File: config.mk
export PLATFORM = sky130hd
export DESIGN_NAME = fitness_selection_sorter
export DESIGN_NICKNAME = d
export VERILOG_FILES = /design/src/hdl/fss_pkg.sv /design/src/hdl/fitness_selection_sorter.sv /design/src/hdl/fss_ram.sv /design/src/hdl/fss_ctrl.sv /design/src/hdl/fss_datapath.sv
export SDC_FILE = /design/constraint.sdc
export NUM_CORES = 2
export LEC_CHECK = 0
export BUFFER_PORTS_ARGS = -buffer_cell sky130_fd_sc_hd__clkbuf_2
export CAP_MARGIN = 10
export CORE_UTILIZATION = 50
export CTS_BUF_LIST = sky130_fd_sc_hd__clkbuf_4
export DETAILED_ROUTE_END_ITERATION = 8
export PLACE_DENSITY = 0.66
export RECOVER_POWER = 100
export SYNTH_ARGS = -nofsm -noshare
export SYNTH_HDL_FRONTEND = slang
export SYNTH_SLANG_ARGS = --single-unit
File: constraint.sdc
create_clock -name clk -period 18.3 [get_ports clk]
set_clock_uncertainty 0.2 [all_clocks]
set_input_delay 1.83 -clock clk [delete_from_list [all_inputs] [get_ports clk]]
set_output_delay 1.83 -clock clk [all_outputs]
set_load 0.05 [all_outputs]
File: src/hdl/fss_pkg.sv
`timescale 1ns / 1ps
package fss_pkg;

  localparam int ENTRIES_DEF = 32;
  localparam int KEY_W = 64;
  localparam int RANK_W = 5;
  localparam logic [KEY_W-1:0] CEILING_RESET = 64'h4341_C379_37E0_8000;

  typedef struct packed {
    logic [KEY_W-1:0] fitness_key;
    logic             is_last;
  } in_beat_t;

  typedef struct packed {
    logic [RANK_W-1:0] rank;
    logic [RANK_W-1:0] entry_index;
    logic [KEY_W-1:0]  sorted_key;
    logic              final_result;
  } out_beat_t;

  typedef enum logic [1:0] {
    ST_LOAD,
    ST_SCAN,
    ST_EMIT
  } state_t;

  typedef struct packed {
    logic load;
    logic scan_clear;
    logic scan_run;
    logic capture;
    logic advance;
    logic set_clear;
  } ctrl_cmd_t;

  typedef struct packed {
    logic scan_done;
    logic last_rank;
  } ctrl_sts_t;

endpackage

File: src/hdl/fitness_selection_sorter.sv
`timescale 1ns / 1ps
// Selection sorter for up to ENTRIES 64-bit fitness keys (nonnegative double
// bit patterns, compared as unsigned). Keys load one per input beat at one
// beat per cycle; beats past capacity are dropped. The beat marked is_last
// starts the sort and the input stalls until the whole run is out. Each result
// beat costs a full scan of the n stored keys through the single read port of
// the key RAM; the next scan starts only once the result beat is taken. Keys
// below the ceiling come first in ascending order (lowest index on ties); the
// rest follow in index order, key clamped to the ceiling. The ceiling register
// (cfg_ready is always high) resets to 1e16.
module fitness_selection_sorter #(
  parameter int ENTRIES = fss_pkg::ENTRIES_DEF
) (
  input  logic                      clk,
  input  logic                      rst_n,
  input  logic                      in_valid,
  output logic                      in_ready,
  input  fss_pkg::in_beat_t         in_data,
  output logic                      out_valid,
  input  logic                      out_ready,
  output fss_pkg::out_beat_t        out_data,
  input  logic                      cfg_valid,
  output logic                      cfg_ready,
  input  logic [fss_pkg::KEY_W-1:0] cfg_data
);

  fss_pkg::ctrl_cmd_t cmd;
  fss_pkg::ctrl_sts_t sts;

  assign cfg_ready = 1'b1;

  fss_ctrl u_ctrl (
    .clk      (clk),
    .rst_n    (rst_n),
    .in_valid (in_valid),
    .in_last  (in_data.is_last),
    .in_ready (in_ready),
    .out_valid(out_valid),
    .out_ready(out_ready),
    .sts      (sts),
    .cmd      (cmd)
  );

  fss_datapath #(
    .ENTRIES(ENTRIES)
  ) u_datapath (
    .clk     (clk),
    .rst_n   (rst_n),
    .cmd     (cmd),
    .sts     (sts),
    .in_data (in_data),
    .cfg_we  (cfg_valid && cfg_ready),
    .cfg_data(cfg_data),
    .out_data(out_data)
  );

endmodule

File: src/hdl/fss_ram.sv
`timescale 1ns / 1ps
module fss_ram #(
  parameter int WIDTH = 64,
  parameter int DEPTH = 32
) (
  input  logic                     clk,
  input  logic                     we,
  input  logic [$clog2(DEPTH)-1:0] waddr,
  input  logic [WIDTH-1:0]         wdata,
  input  logic [$clog2(DEPTH)-1:0] raddr,
  output logic [WIDTH-1:0]         rdata
);

  logic [WIDTH-1:0] mem_r [DEPTH];
  logic [WIDTH-1:0] rdata_r;

  always_ff @(posedge clk) begin
    if (we) begin
      mem_r[waddr] <= wdata;
    end
    rdata_r <= mem_r[raddr];
  end

  assign rdata = rdata_r;

endmodule

File: src/hdl/fss_ctrl.sv
`timescale 1ns / 1ps
module fss_ctrl (
  input  logic              clk,
  input  logic              rst_n,
  input  logic              in_valid,
  input  logic              in_last,
  output logic              in_ready,
  output logic              out_valid,
  input  logic              out_ready,
  input  fss_pkg::ctrl_sts_t sts,
  output fss_pkg::ctrl_cmd_t cmd
);

  fss_pkg::state_t state_r, state_nxt;

  always_ff @(posedge clk) begin
    if (!rst_n) begin
      state_r <= fss_pkg::ST_LOAD;
    end else begin
      state_r <= state_nxt;
    end
  end

  always_comb begin
    state_nxt = state_r;
    unique case (state_r)
      fss_pkg::ST_LOAD: begin
        if (in_valid && in_last) begin
          state_nxt = fss_pkg::ST_SCAN;
        end
      end
      fss_pkg::ST_SCAN: begin
        if (sts.scan_done) begin
          state_nxt = fss_pkg::ST_EMIT;
        end
      end
      fss_pkg::ST_EMIT: begin
        if (out_ready) begin
          state_nxt = sts.last_rank ? fss_pkg::ST_LOAD : fss_pkg::ST_SCAN;
        end
      end
      default: state_nxt = fss_pkg::ST_LOAD;
    endcase
  end

  always_comb begin
    cmd       = '0;
    in_ready  = 1'b0;
    out_valid = 1'b0;
    unique case (state_r)
      fss_pkg::ST_LOAD: begin
        in_ready       = 1'b1;
        cmd.load       = in_valid;
        cmd.scan_clear = in_valid && in_last;
      end
      fss_pkg::ST_SCAN: begin
        cmd.scan_run = 1'b1;
        cmd.capture  = sts.scan_done;
      end
      fss_pkg::ST_EMIT: begin
        out_valid      = 1'b1;
        cmd.advance    = out_ready;
        cmd.set_clear  = out_ready && sts.last_rank;
        cmd.scan_clear = out_ready && !sts.last_rank;
      end
      default: begin
        in_ready = 1'b0;
      end
    endcase
  end

endmodule

File: src/hdl/fss_datapath.sv
`timescale 1ns / 1ps
module fss_datapath #(
  parameter int ENTRIES = fss_pkg::ENTRIES_DEF
) (
  input  logic                     clk,
  input  logic                     rst_n,
  input  fss_pkg::ctrl_cmd_t       cmd,
  output fss_pkg::ctrl_sts_t       sts,
  input  fss_pkg::in_beat_t        in_data,
  input  logic                     cfg_we,
  input  logic [fss_pkg::KEY_W-1:0] cfg_data,
  output fss_pkg::out_beat_t       out_data
);

  localparam int CW = $clog2(ENTRIES + 1);
  localparam int IW = $clog2(ENTRIES);
  localparam int KW = fss_pkg::KEY_W;

  logic [KW-1:0]      ceiling_r, ceiling_nxt;
  logic [CW-1:0]      count_r, count_nxt;
  logic [CW-1:0]      rank_r, rank_nxt;
  logic [CW-1:0]      scan_idx_r, scan_idx_nxt;
  logic               rd_vld_r, rd_vld_nxt;
  logic [IW-1:0]      rd_idx_r, rd_idx_nxt;
  logic               best_found_r, best_found_nxt;
  logic [IW-1:0]      best_idx_r, best_idx_nxt;
  logic [KW-1:0]      best_key_r, best_key_nxt;
  logic               fb_found_r, fb_found_nxt;
  logic [IW-1:0]      fb_idx_r, fb_idx_nxt;
  logic [ENTRIES-1:0] taken_r, taken_nxt;
  logic [IW-1:0]      sel_r, sel_nxt;
  logic [KW-1:0]      key_r, key_nxt;

  logic          ram_we;
  logic [KW-1:0] rd_data;
  logic          issue;
  logic          rd_untaken;
  logic          take_best;

  assign ram_we = cmd.load && (count_r < CW'(ENTRIES));

  fss_ram #(
    .WIDTH(KW),
    .DEPTH(ENTRIES)
  ) u_key_ram (
    .clk  (clk),
    .we   (ram_we),
    .waddr(count_r[IW-1:0]),
    .wdata(in_data.fitness_key),
    .raddr(scan_idx_r[IW-1:0]),
    .rdata(rd_data)
  );

  assign issue      = scan_idx_r < count_r;
  assign rd_untaken = !taken_r[rd_idx_r];
  assign take_best  = rd_vld_r && rd_untaken && (rd_data < ceiling_r) &&
                      (!best_found_r || (rd_data < best_key_r));

  always_comb begin
    ceiling_nxt    = ceiling_r;
    count_nxt      = count_r;
    rank_nxt       = rank_r;
    scan_idx_nxt   = scan_idx_r;
    rd_vld_nxt     = rd_vld_r;
    rd_idx_nxt     = rd_idx_r;
    best_found_nxt = best_found_r;
    best_idx_nxt   = best_idx_r;
    best_key_nxt   = best_key_r;
    fb_found_nxt   = fb_found_r;
    fb_idx_nxt     = fb_idx_r;
    taken_nxt      = taken_r;
    sel_nxt        = sel_r;
    key_nxt        = key_r;

    if (cfg_we) begin
      ceiling_nxt = cfg_data;
    end

    if (ram_we) begin
      count_nxt = count_r + CW'(1);
    end

    if (cmd.scan_clear) begin
      scan_idx_nxt   = '0;
      rd_vld_nxt     = 1'b0;
      best_found_nxt = 1'b0;
      fb_found_nxt   = 1'b0;
    end

    if (cmd.scan_run) begin
      rd_vld_nxt = issue;
      rd_idx_nxt = scan_idx_r[IW-1:0];
      if (issue) begin
        scan_idx_nxt = scan_idx_r + CW'(1);
      end
      if (take_best) begin
        best_found_nxt = 1'b1;
        best_idx_nxt   = rd_idx_r;
        best_key_nxt   = rd_data;
      end
      if (rd_vld_r && rd_untaken && !fb_found_r) begin
        fb_found_nxt = 1'b1;
        fb_idx_nxt   = rd_idx_r;
      end
    end

    if (cmd.capture) begin
      sel_nxt            = best_found_r ? best_idx_r : fb_idx_r;
      key_nxt            = best_found_r ? best_key_r : ceiling_r;
      taken_nxt[sel_nxt] = 1'b1;
    end

    if (cmd.advance) begin
      rank_nxt = rank_r + CW'(1);
    end

    if (cmd.set_clear) begin
      rank_nxt  = '0;
      count_nxt = '0;
      taken_nxt = '0;
    end
  end

  always_ff @(posedge clk) begin
    if (!rst_n) begin
      ceiling_r    <= fss_pkg::CEILING_RESET;
      count_r      <= '0;
      rank_r       <= '0;
      scan_idx_r   <= '0;
      rd_vld_r     <= 1'b0;
      best_found_r <= 1'b0;
      fb_found_r   <= 1'b0;
      taken_r      <= '0;
    end else begin
      ceiling_r    <= ceiling_nxt;
      count_r      <= count_nxt;
      rank_r       <= rank_nxt;
      scan_idx_r   <= scan_idx_nxt;
      rd_vld_r     <= rd_vld_nxt;
      best_found_r <= best_found_nxt;
      fb_found_r   <= fb_found_nxt;
      taken_r      <= taken_nxt;
    end
  end

  always_ff @(posedge clk) begin
    rd_idx_r   <= rd_idx_nxt;
    best_idx_r <= best_idx_nxt;
    best_key_r <= best_key_nxt;
    fb_idx_r   <= fb_idx_nxt;
    sel_r      <= sel_nxt;
    key_r      <= key_nxt;
  end

  assign sts.scan_done = !rd_vld_r && (scan_idx_r == count_r);
  assign sts.last_rank = rank_r == (count_r - CW'(1));

  assign out_data.rank         = fss_pkg::RANK_W'(rank_r);
  assign out_data.entry_index  = fss_pkg::RANK_W'(sel_r);
  assign out_data.sorted_key   = key_r;
  assign out_data.final_result = sts.last_rank;

endmodule

==> results.toml <==
[timing]
fin_crit_sh_pct = 60.7
setup_viol_count_final = 0
period_needed_ps = 11100
tightest_slew_ps = 8520
max_slew_margin_pct = -468
finalMaxSlewViolations = 3767
rsz0062_at_grt = "false"
clock.fmax_mhz = 90.1
finalSetupTns_ps = 0
hold_viol_final = 0

[pwr]
power_per_cell_area_nw_per_um2 = 107
p_leak_uw = 0.0328
max-vdd-ir-drop_uv = 86.4
finalPower_uw = 11000

[clocking]
clk_latency_ps = 1410
htree_num_levels = 6
clk_pin_slew_ps = 60
post-cts-setup-buffers = 0
ctsHoldBuffers = 0
cts.sinks = 2379
cts_root_buf = "clkbuf_4"
clockBufferDepth = 4
postCtsResizedCells = 0
cts_inserted_buffers = 603
cts_tree = "yes"

[hold_path]
hp-class = "register to register"

[global_route]
track_usage_pct = 24.2
grt_pass1_vias = 47500
gr-total-overflow = 0
grt_max_degree = 145
antenna_found_initial = 38
grt_pass1_wl_um = 320000

[place]
dpl.cell_count = 6817
io_buffers = 210
detailed_place_hpwl_um = 123000
dpl_cell_area_um2 = 96100
gp_congestion = 0.805

[layout]
layout.cells.non_filler = 7844
finalNetCount = 5230
drive_gt1_share_pct = 32.0
syn_to_final_growth_pct = 11.9
fill_cells = 13800
design_area_um2 = 103000

[worst_setup_path]
worstSetupEndpointType = "register"
start_kind = "register"
critPathKind = "register to register"
worst_ep_arrival_time_ps = 12090
crit_required_ps = 19290
path_max_fanout = 144

[detailed_routing]
drtPass1Iterations = 5
ant_nets = 0
drc = 0
routedWlPerCell_um = 28.3
postRouteWirelength_um = 222000
drt_iter0_markers = 4828
drt-vias-per-instance = 5.86
vias = 45900

[floorplan]
dieArea_um2 = 186000
die_y_um = 431
core_area_um2 = 183000
rows = 157
die_w_um = 431
start_util_pct = 50.3
io_pins = 212

[outcome]
violations = "capacitance limit, slew limit"
status = "finished with violations"

[logic_synthesis]
synth_area_leaders = "edfxtp_1, mux4_2, dfxtp_1"
synth.cell_area_um2 = 92000
synthArstFlopShare_pct = 0
avgSynthCellArea_um2 = 21.5
synth_top_area_share_pct = 71.7
yosysWarnings = 0
synth_top_cell_by_area = "edfxtp_1"
synthCells = 4280
yosysSeqAreaShare_pct = 75.7
syn-num-nets = 4552
ys_ff_latch = 2379
synth_edf_count = 2196
yosysUniqueCellTypes = 56
ys.flop_type = "edfxtp_1"

[run]
drv_cap = 105
critical path: stages, from the launching register on:
cell and delay, ps:
dfxtp_1 2270, clkbuf_1 6040, buf_12 530, mux4_2 440, mux4_2 550, mux2_1 410
final cells by class:
cell class,instances,area [um2],share of cell area (%)
clock buffers,886,6650,6.46
well taps,2464,3080,3.00
inverters,141,529,0.514
diodes,8,20.0,0.0195
repair buffers,275,1240,1.21
clock inverters,133,776,0.754
multi-input cells,1558,21000,20.4
flip-flops and latches,2379,69600,67.6
per-layer routing:
| layer | wire (um) | vias up | part of all wire, % | track usage [%] |
|---|---|---|---|---|
| met1 | 89000 | 24000 | 40 | 33.0 |
| met5 | 160 | - | 0.072 | 0 |
| met2 | 105000 | 2170 | 47 | 37.3 |
| met4 | 5160 | 24 | 2.3 | 7.58 |
| li1 | - | 19400 | - | - |
| met3 | 22600 | 356 | 10 | 7.70 |
cells in the mapped netlist (4+ instances only):
master    count
buf_2        50
mux2_2       66
nand3_1      26
a21boi_1      5
buf_4        11
nor3_1       14
a221oi_1      5
dfxtp_1     183
and4_1        4
a31oi_1       4
a21oi_1      90
nand4_1      25
inv_1       141
clkbuf_1    102
edfxtp_1   2196
nor2_1      110
or3_1         5
mux4_2      648
nand2_1     142
buf_6         4
buf_1        35
nor2b_1      50
xor2_1        4
a21o_1        6
nor4_1        4
o211ai_1     27
mux2i_1      49
a211oi_1      8
o21ai_0      83
ha_1        138
xnor2_1      10
where the power goes:
part           leakage (uW)  switching, uW  internal (uW)
combinational       0.00707            321            197
clock               0.00447           2060           2350
sequential           0.0213           82.8           6030
total                0.0328           2460           8570
registers in the layout, summed over array words and instances, names as in the netlist, 32 cells and up:
| name | flops |
|---|---|
| u_datapath.best_key_r | 64 |
| u_datapath.ceiling_r | 64 |
| u_datapath.u_key_ram.rdata | 64 |
| u_datapath.taken_r | 32 |
| u_datapath.key_r | 64 |
| u_datapath.u_key_ram.mem_r | 2048 |
final timing paths:
kind         depth (start not counted)                           startpoint                                     end  slack (ps)
max                                  5  u_datapath.scan_idx_r[1]$_SDFF_PN0_  u_datapath.u_key_ram.rdata[57]$_DFF_P_        7200
max reg2reg                          5  u_datapath.scan_idx_r[1]$_SDFF_PN0_  u_datapath.u_key_ram.rdata[57]$_DFF_P_        7200
min                                  2  u_datapath.taken_r[20]$_SDFFE_PP0P_     u_datapath.taken_r[20]$_SDFFE_PP0P_         260
min reg2reg                          2  u_datapath.taken_r[20]$_SDFFE_PP0P_     u_datapath.taken_r[20]$_SDFFE_PP0P_         260
cells in the final DEF, fill, tap and decap left out, types with 5 or more instances in the layout:
cell	Yosys	final
mux2_2	66	55
a21oi_1	90	90
buf_4	11	12
clkbuf_4	0	886
diode_2	0	8
nand2_1	142	143
nor3_1	14	13
inv_1	141	141
mux2_1	0	11
clkbuf_1	102	191
a221oi_1	5	5
clkinv_2	0	11
mux4_2	648	648
a211oi_1	8	8
nor2b_1	50	50
nor2_1	110	105
o211ai_1	27	27
nor2_4	0	5
clkinv_1	0	98
buf_12	0	5
dfxtp_1	183	183
clkbuf_2	0	67
bufinv_16	0	10
nand3_1	26	26
mux2i_1	49	49
ha_1	138	138
nand4_1	25	25
inv_2	0	14
o21ai_0	83	85
a21o_1	6	6
or3_1	5	5
edfxtp_1	2196	2196
xnor2_1	10	10
metrics by stage:
stage	hold slack [ps]	setup slack, ps	util (%)
after floorplan	231	11030	-
after global placement	242	12410	52.5
after detailed placement	251	12420	52.5
after CTS	267	12390	56.6
after global routing	291	6840	56.3
final	261	7200	56.3
kinds of logic (layout without fill, tap and decap cells):
| logic type | Yosys count | count (layout) | share of synthesized area [%] |
|---|---|---|---|
| other | 1 | 9 | 0.00408 |
| xor gates and xnor gates | 15 | 15 | 0.159 |
| buffers and inverters | 343 | 1435 | 1.55 |
| AOI/OAI and AO/OA | 246 | 246 | 1.55 |
| and+or+nand+nor | 395 | 395 | 1.97 |
| muxes | 763 | 763 | 17.2 |
| adders and majority gates | 138 | 138 | 1.88 |
| DFF | 2379 | 2379 | 75.7 |
Note: power is estimated with default switching activity, not from simulation.
